===== config.mk =====
export PLATFORM = sky130hd
export DESIGN_NAME = sli_ctrl
export DESIGN_NICKNAME = d
export VERILOG_FILES = /design/src/rtl/core/sorted_list_intersection_macros.svh /design/src/rtl/core/sli_pkg.sv /design/src/rtl/core/sli_ctrl.sv
export SDC_FILE = /design/constraint.sdc
export NUM_CORES = 1
export LEC_CHECK = 0
export BUFFER_PORTS_ARGS = -buffer_cell sky130_fd_sc_hd__buf_4
export CAP_MARGIN = 30
export CORE_MARGIN = 3
export CORE_UTILIZATION = 40
export DETAILED_ROUTE_END_ITERATION = 6
export GPL_ROUTABILITY_DRIVEN = 0
export GPL_TIMING_DRIVEN = 1
export SLEW_MARGIN = 20
export SYNTH_ARGS = -nofsm -noshare
export SYNTH_HDL_FRONTEND = slang
export SYNTH_SLANG_ARGS = --single-unit
export TNS_END_PERCENT = 5

===== constraint.sdc =====
create_clock -name clk -period 5.7 [get_ports clk]
set_input_delay 1.14 -clock clk [delete_from_list [all_inputs] [get_ports clk]]
set_output_delay 1.14 -clock clk [all_outputs]
set_load 0.02 [all_outputs]

===== src/rtl/core/sorted_list_intersection_macros.svh =====
// ----------------------------------------------------------------------------
// sorted_list_intersection_macros.svh
// Assertion macros for the sorted list intersection block.
// ----------------------------------------------------------------------------
`ifndef SORTED_LIST_INTERSECTION_MACROS_SVH
`define SORTED_LIST_INTERSECTION_MACROS_SVH
`ifndef SYNTHESIS
// The consequent must hold in the same cycle as the antecedent.
`define SLI_ASSERT_IMP(label, clk, rst_n, ante, cons) \
	label: assert property (@(posedge clk) disable iff (!rst_n) (ante) |-> (cons)) \
		else $error("sorted_list_intersection: assertion failed");
// The consequent must hold in the cycle after the antecedent.
`define SLI_ASSERT_NXT(label, clk, rst_n, ante, cons) \
	label: assert property (@(posedge clk) disable iff (!rst_n) (ante) |=> (cons)) \
		else $error("sorted_list_intersection: assertion failed");
`else
`define SLI_ASSERT_IMP(label, clk, rst_n, ante, cons)
`define SLI_ASSERT_NXT(label, clk, rst_n, ante, cons)
`endif
`endif


===== src/rtl/core/sli_pkg.sv =====
// ----------------------------------------------------------------------------
// sli_pkg
// Shared types and constants of the sorted list intersection block.
// ----------------------------------------------------------------------------
package sli_pkg;

	localparam int SLI_MAX_LISTS = 8;
	localparam int SLI_MAX_LEN   = 64;

	localparam logic [1:0] ACT_CLEAR  = 2'd0;
	localparam logic [1:0] ACT_APPEND = 2'd1;
	localparam logic [1:0] ACT_RUN    = 2'd2;

	typedef struct packed {
		logic [1:0]  action;
		logic [2:0]  list_id;
		logic [31:0] value;
		logic [3:0]  list_count;
	} req_item_t;

	typedef struct packed {
		logic [31:0] common_value;
		logic        last;
		logic        empty_res;
	} rsp_item_t;

	typedef enum logic [3:0] {
		DP_NOP,
		DP_CLEAR,
		DP_APPEND,
		DP_START,
		DP_SORT,
		DP_KEY_RD,
		DP_KEY_CAP,
		DP_LAST_RD,
		DP_LAST_CHK,
		DP_WALK,
		DP_NEXT_K,
		DP_EMIT,
		DP_FINAL
	} dp_op_t;

	typedef struct packed {
		dp_op_t op;
	} dp_cmd_t;

	typedef struct packed {
		logic sort_done;
		logic no_work;
		logic n_one;
		logic stop;
		logic pos_end;
		logic walk_lt;
		logic walk_eq;
		logic walk_end;
		logic m_last;
		logic k_last;
		logic out_free;
		logic pend_vld;
	} dp_stat_t;

endpackage


===== src/rtl/core/sli_ctrl.sv =====
// ----------------------------------------------------------------------------
// sli_ctrl
// Sequencer of the intersection: decodes items and steps the datapath.
// ----------------------------------------------------------------------------
module sli_ctrl
	import sli_pkg::*;
(
	input  logic      clk,
	input  logic      arst_n,
	input  logic      req_valid,
	input  logic [1:0] req_action,
	output logic      req_ready,
	input  dp_stat_t  stat,
	output dp_cmd_t   cmd
);

	typedef enum logic [10:0] {
		ST_IDLE     = 11'b00000000001,
		ST_SORT     = 11'b00000000010,
		ST_CHECK    = 11'b00000000100,
		ST_KEY_RD   = 11'b00000001000,
		ST_KEY_CAP  = 11'b00000010000,
		ST_LAST_RD  = 11'b00000100000,
		ST_LAST_CHK = 11'b00001000000,
		ST_WALK     = 11'b00010000000,
		ST_NEXT_K   = 11'b00100000000,
		ST_EMIT     = 11'b01000000000,
		ST_FINAL    = 11'b10000000000
	} state_t;

	state_t state_q, state_d;
	dp_op_t op;

	always_comb begin
		state_d = state_q;
		op      = DP_NOP;
		unique case (state_q)
			ST_IDLE: begin
				if (req_valid) begin
					unique case (req_action)
						ACT_CLEAR:  op = DP_CLEAR;
						ACT_APPEND: op = DP_APPEND;
						ACT_RUN: begin
							op      = DP_START;
							state_d = ST_SORT;
						end
						default: op = DP_NOP;
					endcase
				end
			end
			ST_SORT: begin
				if (stat.sort_done) state_d = ST_CHECK;
				else op = DP_SORT;
			end
			ST_CHECK: state_d = stat.no_work ? ST_FINAL : ST_KEY_RD;
			ST_KEY_RD: begin
				op      = DP_KEY_RD;
				state_d = ST_KEY_CAP;
			end
			ST_KEY_CAP: begin
				op      = DP_KEY_CAP;
				state_d = stat.n_one ? ST_EMIT : ST_LAST_RD;
			end
			ST_LAST_RD: begin
				op      = DP_LAST_RD;
				state_d = ST_LAST_CHK;
			end
			ST_LAST_CHK: begin
				op = DP_LAST_CHK;
				priority if (stat.stop) state_d = ST_FINAL;
				else if (stat.pos_end) state_d = ST_NEXT_K;
				else state_d = ST_WALK;
			end
			ST_WALK: begin
				op = DP_WALK;
				priority if (stat.walk_lt) state_d = stat.walk_end ? ST_NEXT_K : ST_WALK;
				else if (stat.walk_eq) state_d = stat.m_last ? ST_EMIT : ST_LAST_RD;
				else state_d = ST_NEXT_K;
			end
			ST_NEXT_K: begin
				op      = DP_NEXT_K;
				state_d = stat.k_last ? ST_FINAL : ST_KEY_RD;
			end
			ST_EMIT: begin
				// The held result leaves only when the output register can take it.
				if (!stat.pend_vld || stat.out_free) begin
					op      = DP_EMIT;
					state_d = ST_NEXT_K;
				end
			end
			ST_FINAL: begin
				if (stat.out_free) begin
					op      = DP_FINAL;
					state_d = ST_IDLE;
				end
			end
			default: state_d = ST_IDLE;
		endcase
	end

	always_ff @(posedge clk or negedge arst_n) begin
		if (!arst_n) begin
			state_q <= ST_IDLE;
		end else begin
			state_q <= state_d;
		end
	end

	assign req_ready = (state_q == ST_IDLE);
	assign cmd.op    = op;

endmodule


Word level (Yosys, flattened, before mapping)
Cells that the tools add are included.

Register bits: 11. Output and inout port bits: 5. Logic and storage cells: 44.

Eq/ne operators: 18. Muxes and demuxes: 21. Reduce and logical (&&, ||, !) cells: 4.

Operators by type and width (count): $pmux 11 s11 (1); $mux 11 (8); $mux 10 (4); $pmux 4 s10 (1); $mux 9 (2); $eq 11x1->1 const B (1); $eq 11x10->1 const B (1); $eq 11x11->1 const B (1); $eq 11x2->1 const B (1); $eq 11x3->1 const B (1); $eq 11x4->1 const B (1); $eq 11x5->1 const B (1); $eq 11x6->1 const B (1); $eq 11x7->1 const B (1); $eq 11x8->1 const B (1); $eq 11x9->1 const B (1); $mux 4 (2); $ne 2x2->1 const B (4); $pmux 2 s3 (1); $reduce_and 5->1 (1); $mux 3 (1); $eq 2x1->1 const B (1); $eq 2x2->1 const B (1); $logic_not 2->1 (1); other kinds (4) (4).

Depth between registers and ports, before layout
Gate-level depths: netlist of the first run.

Word-level depth: 4. Depth in mapped cells: 6. Mapped depth without buffers: 6.

Least setup slack after synthesis of the first run
Ideal clock, no wire load.

Path type: input to output. Start: input req_action[0]. End: output cmd[1] in the netlist's numbering. Arrival time: 1.860 ns. Required time: 4.560 ns. Path slack: 2.700 ns. Stages: 3. Cell sequence: inv_1 > ha_1 > o2111ai_1.

RTL lines: start: declaration (RTL line sli_ctrl.sv:11) `input logic [1:0] req_action,`; end: declaration (RTL line sli_ctrl.sv:14) `output dp_cmd_t cmd`.

==> results.yml, run 1 <==
timing:
  min_period_ps: 3260
  tns_ps: 0
  fmax_mhz: 307
  setup_violations: 0
  max_slew.worst_pin.slew_ps: 533
  rsz0062_at_grt: "no"
  max-slew-margin-rel: 0.642
  timing_hold_violations_final: 0
  finalMaxSlewViolations: 0
  final.hold.worst_slack_ps: 558
  clock_skew_ps: 0.267
  post-route-period-util: 0.572
global_route:
  grt_overflow_total: 0
  grt_util_all_layers: 0.181
  antenna_found_initial: 0
  grt_pass1_vias: 728
  wire_length_of_the_first_global_routing_pass_um: 3490
  largest_net_degree_at_the_start_of_global_routing: 12
floorplanning:
  initial_utilization: 0.455
  io-pin-count: 22
  core_area_um2: 1840
  die_h_um: 51.7
  placementRows: 15
  floorplan.die.width_um: 51.7
  design.die.area_um2: 2680
hold_path:
  holdCritPathClass: "flop to flop"
final_layout:
  area_taken_by_multi_input_logic_gates_um2: 492
  cell_area_after_layout_um2: 1030
  filler_cell_count: 195
  largest_reg_flops: 11
  num_antenna_cells: 0
  area_growth_syn_to_layout_pct: 22.9
  design.final.nets: 136
  largest_register: "state_q"
  largest_registers: "state_q: 11 flops"
  sequential_cell_area_um2: 277
  layout-drive-gt1-share: 0.256
  final-instance-count-excl-fill: 142
power_and_ir_drop:
  worst_ir_drop_vdd_uv: 204
  switching_share: 0.427
  comb_power_frac: 0.475
  net-switching-power_uw: 140
  power.density_nw_per_um2: 318
  clock_power_share: 0.162
  cellInternalPower_uw: 187
  cellLeakagePower_uw: 0.000489
  power_frac_seq: 0.363
clock_network:
  worst_setup_hold_path_clk_slew_ps: 70
  cts-hold-fix-buffers: 0
  clock_latency_ps: 270
  ctsLongestPathBuffers: 2
  clock-root-buffer: "sky130_fd_sc_hd__clkbuf_4"
  post_cts_buffers: 0
  cts_resized: 0
  cts.sink_count: 11
  tritoncts: "done"
  cts_made_buffers: 3
  cts_htree_levels: 1
setup_path:
  startpoint_type: "flop"
  critical_path_class: "flop to output port"
  worstPathArrival_ps: 2120
  crit_path_max_fanout: 9
  endpoint_kind: "output port"
  timing.critical_path.required_ps: 4560
drt:
  postRouteWirelength_um: 2100
  wl_per_cell_um: 14.8
  drt_first_pass_iters: 4
  drcViolationCount: 0
  vias_per_cell: 5.89
  via_count: 837
  antenna_violating_nets_post_route: 0
  first_iter_violations: 34
yosys:
  synth-warning-count: 0
  synthDistinctLibCells: 37
  postSynthAreaPerCell_um2: 8.81
  syn-cell-area_um2: 837
  post_synth_inst_count: 95
  yosys_register_bits: 11
  number_of_nets_produced_by_synthesis: 113
  seq_area_frac_synth: 0.330
placement:
  dp_area_um2: 1000
  detailedPlacementHpwl_um: 1640
  io_buffers: 21
  place_inst: 138
run:
  drv_cap: 0
outcome:
  status: "completed"
## power by group through the flow
stage                     Clock [uW]  Combinational, uW  Sequential (uW)
final                           53.1                155              119
after global placement             0                155              119
after detailed placement           0                155              120
after global routing            61.0                174              123
after floorplan                    0                138             99.2
after CTS                       55.9                156              118
## routing by layer
metal,track usage,vias up,wire length [um]
li1,-,412,-
met1,0.245,398,1000
met2,0.278,25,965
met3,0.0602,2,120
met4,0.0393,0,14
met5,0,-,0
## per-stage QoR
stage,power (uW),util,worst slack [ps]
after global placement,274,0.545,2660
after CTS,331,0.559,2430
after global routing,357,0.559,2230
final,327,0.559,2440
after floorplan,237,-,2700
after detailed placement,275,0.545,2660
## logic make-up (layout without fill, tap and decap cells)
group                      after synthesis  in the layout  share of synthesized area
AOI/OAI and AO/OA                       19             19                      0.167
DFF                                     11             11                      0.330
and+or+nand+nor                         47             47                      0.374
buffers and inverters                   14             36                     0.0822
xor gates and xnor gates                 3              3                     0.0314
adders and majority gates                1              1                     0.0149
## Yosys cell counts
cell type	instances	area, um^2
sky130_fd_sc_hd__nor4_1	2	12.5
sky130_fd_sc_hd__nand3b_1	1	7.51
sky130_fd_sc_hd__a31oi_1	1	6.26
sky130_fd_sc_hd__nand4b_1	1	8.76
sky130_fd_sc_hd__xnor2_1	1	8.76
sky130_fd_sc_hd__nor3b_1	1	7.51
sky130_fd_sc_hd__nor4bb_1	1	10.0
sky130_fd_sc_hd__or4_1	2	15.0
sky130_fd_sc_hd__o2111ai_1	4	35.0
sky130_fd_sc_hd__nand2_1	4	15.0
sky130_fd_sc_hd__buf_6	2	22.5
sky130_fd_sc_hd__a21o_1	3	22.5
sky130_fd_sc_hd__nand2b_1	3	18.8
sky130_fd_sc_hd__nor4b_1	4	35.0
sky130_fd_sc_hd__nand4_1	7	43.8
sky130_fd_sc_hd__o21ai_0	4	20.0
sky130_fd_sc_hd__inv_1	10	37.5
sky130_fd_sc_hd__o31a_1	1	8.76
sky130_fd_sc_hd__xor2_1	2	17.5
sky130_fd_sc_hd__or4b_2	1	10.0
sky130_fd_sc_hd__nand3_1	7	35.0
sky130_fd_sc_hd__o221ai_1	1	8.76
sky130_fd_sc_hd__nor3_1	3	15.0
sky130_fd_sc_hd__o41ai_1	2	17.5
sky130_fd_sc_hd__o31ai_1	2	15.0
sky130_fd_sc_hd__dfstp_2	1	26.3
sky130_fd_sc_hd__nor4_4	1	21.3
sky130_fd_sc_hd__clkbuf_1	1	3.75
sky130_fd_sc_hd__buf_2	1	5.00
sky130_fd_sc_hd__or3_1	1	6.26
sky130_fd_sc_hd__nor2b_1	1	6.26
sky130_fd_sc_hd__dfrtp_1	10	250
sky130_fd_sc_hd__ha_1	1	12.5
sky130_fd_sc_hd__o22ai_1	1	6.26
sky130_fd_sc_hd__nor3_4	1	16.3
sky130_fd_sc_hd__nor2_1	5	18.8
sky130_fd_sc_hd__nand3_2	1	10.0
## cells in the final DEF (no fill, tap or decap), types with 2 or more instances in the layout
cell type,synthesis,routed
sky130_fd_sc_hd__nand4_1,7,7
sky130_fd_sc_hd__or4_1,2,2
sky130_fd_sc_hd__o2111ai_1,4,4
sky130_fd_sc_hd__a21o_1,3,3
sky130_fd_sc_hd__nand2b_1,3,3
sky130_fd_sc_hd__nand3_1,7,7
sky130_fd_sc_hd__inv_1,10,10
sky130_fd_sc_hd__o21ai_0,4,4
sky130_fd_sc_hd__nor2_1,5,5
sky130_fd_sc_hd__clkbuf_4,0,3
sky130_fd_sc_hd__buf_4,0,22
sky130_fd_sc_hd__nand2_1,4,4
sky130_fd_sc_hd__nor4b_1,4,4
sky130_fd_sc_hd__nor3_1,3,3
sky130_fd_sc_hd__o31ai_1,2,2
sky130_fd_sc_hd__o41ai_1,2,2
sky130_fd_sc_hd__dfrtp_1,10,10
sky130_fd_sc_hd__xor2_1,2,2
sky130_fd_sc_hd__nor4_1,2,2
## cell type report
class | count | share of cell area
multi-input combinational | 70 | 0.478
tap | 25 | 0.0304
clock buffer | 4 | 0.0255
timing repair buffer | 22 | 0.161
sequential | 11 | 0.269
inverter | 10 | 0.0365
## final timing paths
| path | startpoint | endpoint | slack, ps | depth (start not counted) |
|---|---|---|---|---|
| setup reg to reg | state_q[1] | state_q[8] | 3710 | 4 |
| min in group asynchronous | arst_n | state_q[10] | 700 | 1 |
| hold / removal | state_q[4] | state_q[6] | 560 | 1 |
| hold reg to reg | state_q[4] | state_q[6] | 560 | 1 |
| setup / recovery | state_q[1] | cmd[0] | 2440 | 5 |
| max in group asynchronous | arst_n | state_q[0] | 4770 | 1 |
## critical path, cell delays in order (launching register included)
cell	delay (ps)
sky130_fd_sc_hd__dfrtp_1	470
sky130_fd_sc_hd__nor4_4	570
sky130_fd_sc_hd__nand3_1	240
sky130_fd_sc_hd__o31a_1	290
sky130_fd_sc_hd__o2111ai_1	100
sky130_fd_sc_hd__buf_4	170
Power figures use the tool's default switching activity.
==> run 2: changes to the inputs <==
Settings changed: PLACE_DENSITY set to 0.66.
Clock period 5.7 ns to 2.8 ns, I/O delays scaled along.
==> results.yml, run 2 (synthesis gave the netlist of run 1 again) <==
final_layout:
  area_growth_syn_to_layout_pct: 23.8
  largest_reg_flops: 11
  cell_area_after_layout_um2: 1040
  design.final.nets: 137
  layout-drive-gt1-share: 0.263
  num_antenna_cells: 0
  layout.cells.most_common_list: "sky130_fd_sc_hd__buf_4, sky130_fd_sc_hd__inv_1, sky130_fd_sc_hd__dfrtp_1"
  largest_registers: "state_q: 11 flops"
  area_taken_by_multi_input_logic_gates_um2: 492
  mostFrequentLayoutCell: "sky130_fd_sc_hd__buf_4"
  largest_register: "state_q"
  sequential_cell_area_um2: 277
  final_core_utilization: 0.563
  filler_cell_count: 192
clock_network:
  tritoncts: "done"
  cts-hold-fix-buffers: 0
  cts_resized: 0
  clock-root-buffer: "sky130_fd_sc_hd__clkbuf_4"
  worst_setup_hold_path_clk_slew_ps: 80
  cts_made_buffers: 3
  ctsLongestPathBuffers: 2
  post_cts_buffers: 0
  clock_latency_ps: 270
  cts.sink_count: 11
  cts_htree_levels: 1
timing:
  max_slew.worst_pin.slew_ps: 408
  finalWorstSetupSlack_ps: 289
  timing_hold_violations_final: 0
  finalMaxSlewViolations: 0
  post-route-period-util: 0.897
  min_period_ps: 2510
  rsz0062_at_grt: "no"
  clock_skew_ps: 3.72
  setup_violations: 0
  tns_ps: 0
  fmax_mhz: 398
  max-slew-margin-rel: 0.727
drt:
  drt_first_pass_iters: 4
  antenna_violating_nets_post_route: 0
  wl_per_cell_um: 14.8
  drcViolationCount: 0
  first_iter_violations: 20
  vias_per_cell: 5.81
  postRouteWirelength_um: 2120
  via_count: 831
power_and_ir_drop:
  worst_ir_drop_vdd_uv: 392
  cellLeakagePower_uw: 0.000494
  power.density_nw_per_um2: 659
setup_path:
  r2r-start: "state_q[1]"
  crit_path_max_fanout: 10
  timing.rr.end: "state_q[8]"
  worstPathArrival_ps: 1950
  timing.critical_path.required_ps: 2240
  rrSetupSlack_ps: 820
  endpoint_kind: "output port"
  startpoint_type: "flop"
  rr_worst_depth: 5
  critical_path_class: "flop to output port"
global_route:
  largest_net_degree_at_the_start_of_global_routing: 12
  grt_util_all_layers: 0.182
  wire_length_of_the_first_global_routing_pass_um: 3610
  antenna_found_initial: 0
  grt_pass1_vias: 774
  grt_overflow_total: 0
outcome:
  status: "completed"
floorplanning:
  io-pin-count: 22
  placementRows: 15
  design.die.area_um2: 2680
  floorplan.die.width_um: 51.7
  initial_utilization: 0.455
  die_h_um: 51.7
  core_area_um2: 1840
run:
  drv_cap: 0
placement:
  dp_area_um2: 1010
  io_buffers: 21
  detailedPlace.worstSlack_ps: 610
  detailedPlacementHpwl_um: 1710
hold_path:
  holdCritPathClass: "input pin to async pin"
==> run 2: how the worst max path moves through the flow <==
stage          startpoint  endpoint  slack [ps]
2_1_floorplan  state_q[5]    cmd[0]         390
3_3_place_gp   state_q[8]    cmd[0]         610
3_5_place_dp   state_q[8]    cmd[0]         610
4_1_cts        state_q[8]    cmd[0]         300
5_1_grt        state_q[8]    cmd[0]         140
6_report       state_q[8]    cmd[0]         290
==> run 2: power breakdown <==
group | internal (uW) | switching [uW]
sequential | 188 | 52.2
combinational | 149 | 179
clock | 55.2 | 59.6
total | 392 | 291
==> run 2: cell type report <==
cell class,instances,area share
sequential,11,0.267
clock buffer,4,0.0254
tap,25,0.0302
timing repair buffer,23,0.167
inverter,10,0.0362
multi-input combinational,70,0.475
==> run 2: per-layer routing <==
metal	track usage	share of wire	vias up
met5	0	0	-
met4	0.0524	0.013	0
met3	0.0430	0.081	4
met2	0.267	0.43	31
met1	0.263	0.47	386
li1	-	-	410
==> run 2: worst max-delay path: stages (launching register included) <==
cell and delay [ps]:
sky130_fd_sc_hd__dfrtp_1 460, sky130_fd_sc_hd__nor3_4 420, sky130_fd_sc_hd__nand3_1 230, sky130_fd_sc_hd__o31a_1 300, sky130_fd_sc_hd__o2111ai_1 100, sky130_fd_sc_hd__buf_4 170
==> run 2: stage by stage <==
step | power [uW] | hold slack (ps) | cells
6_report | 683 | 102 | 143
5_1_grt | 737 | 103 | 143
4_1_cts | 682 | 110 | 143
3_5_place_dp | 568 | 405 | 139
3_3_place_gp | 569 | 406 | 139
2_1_floorplan | 483 | 264 | 95
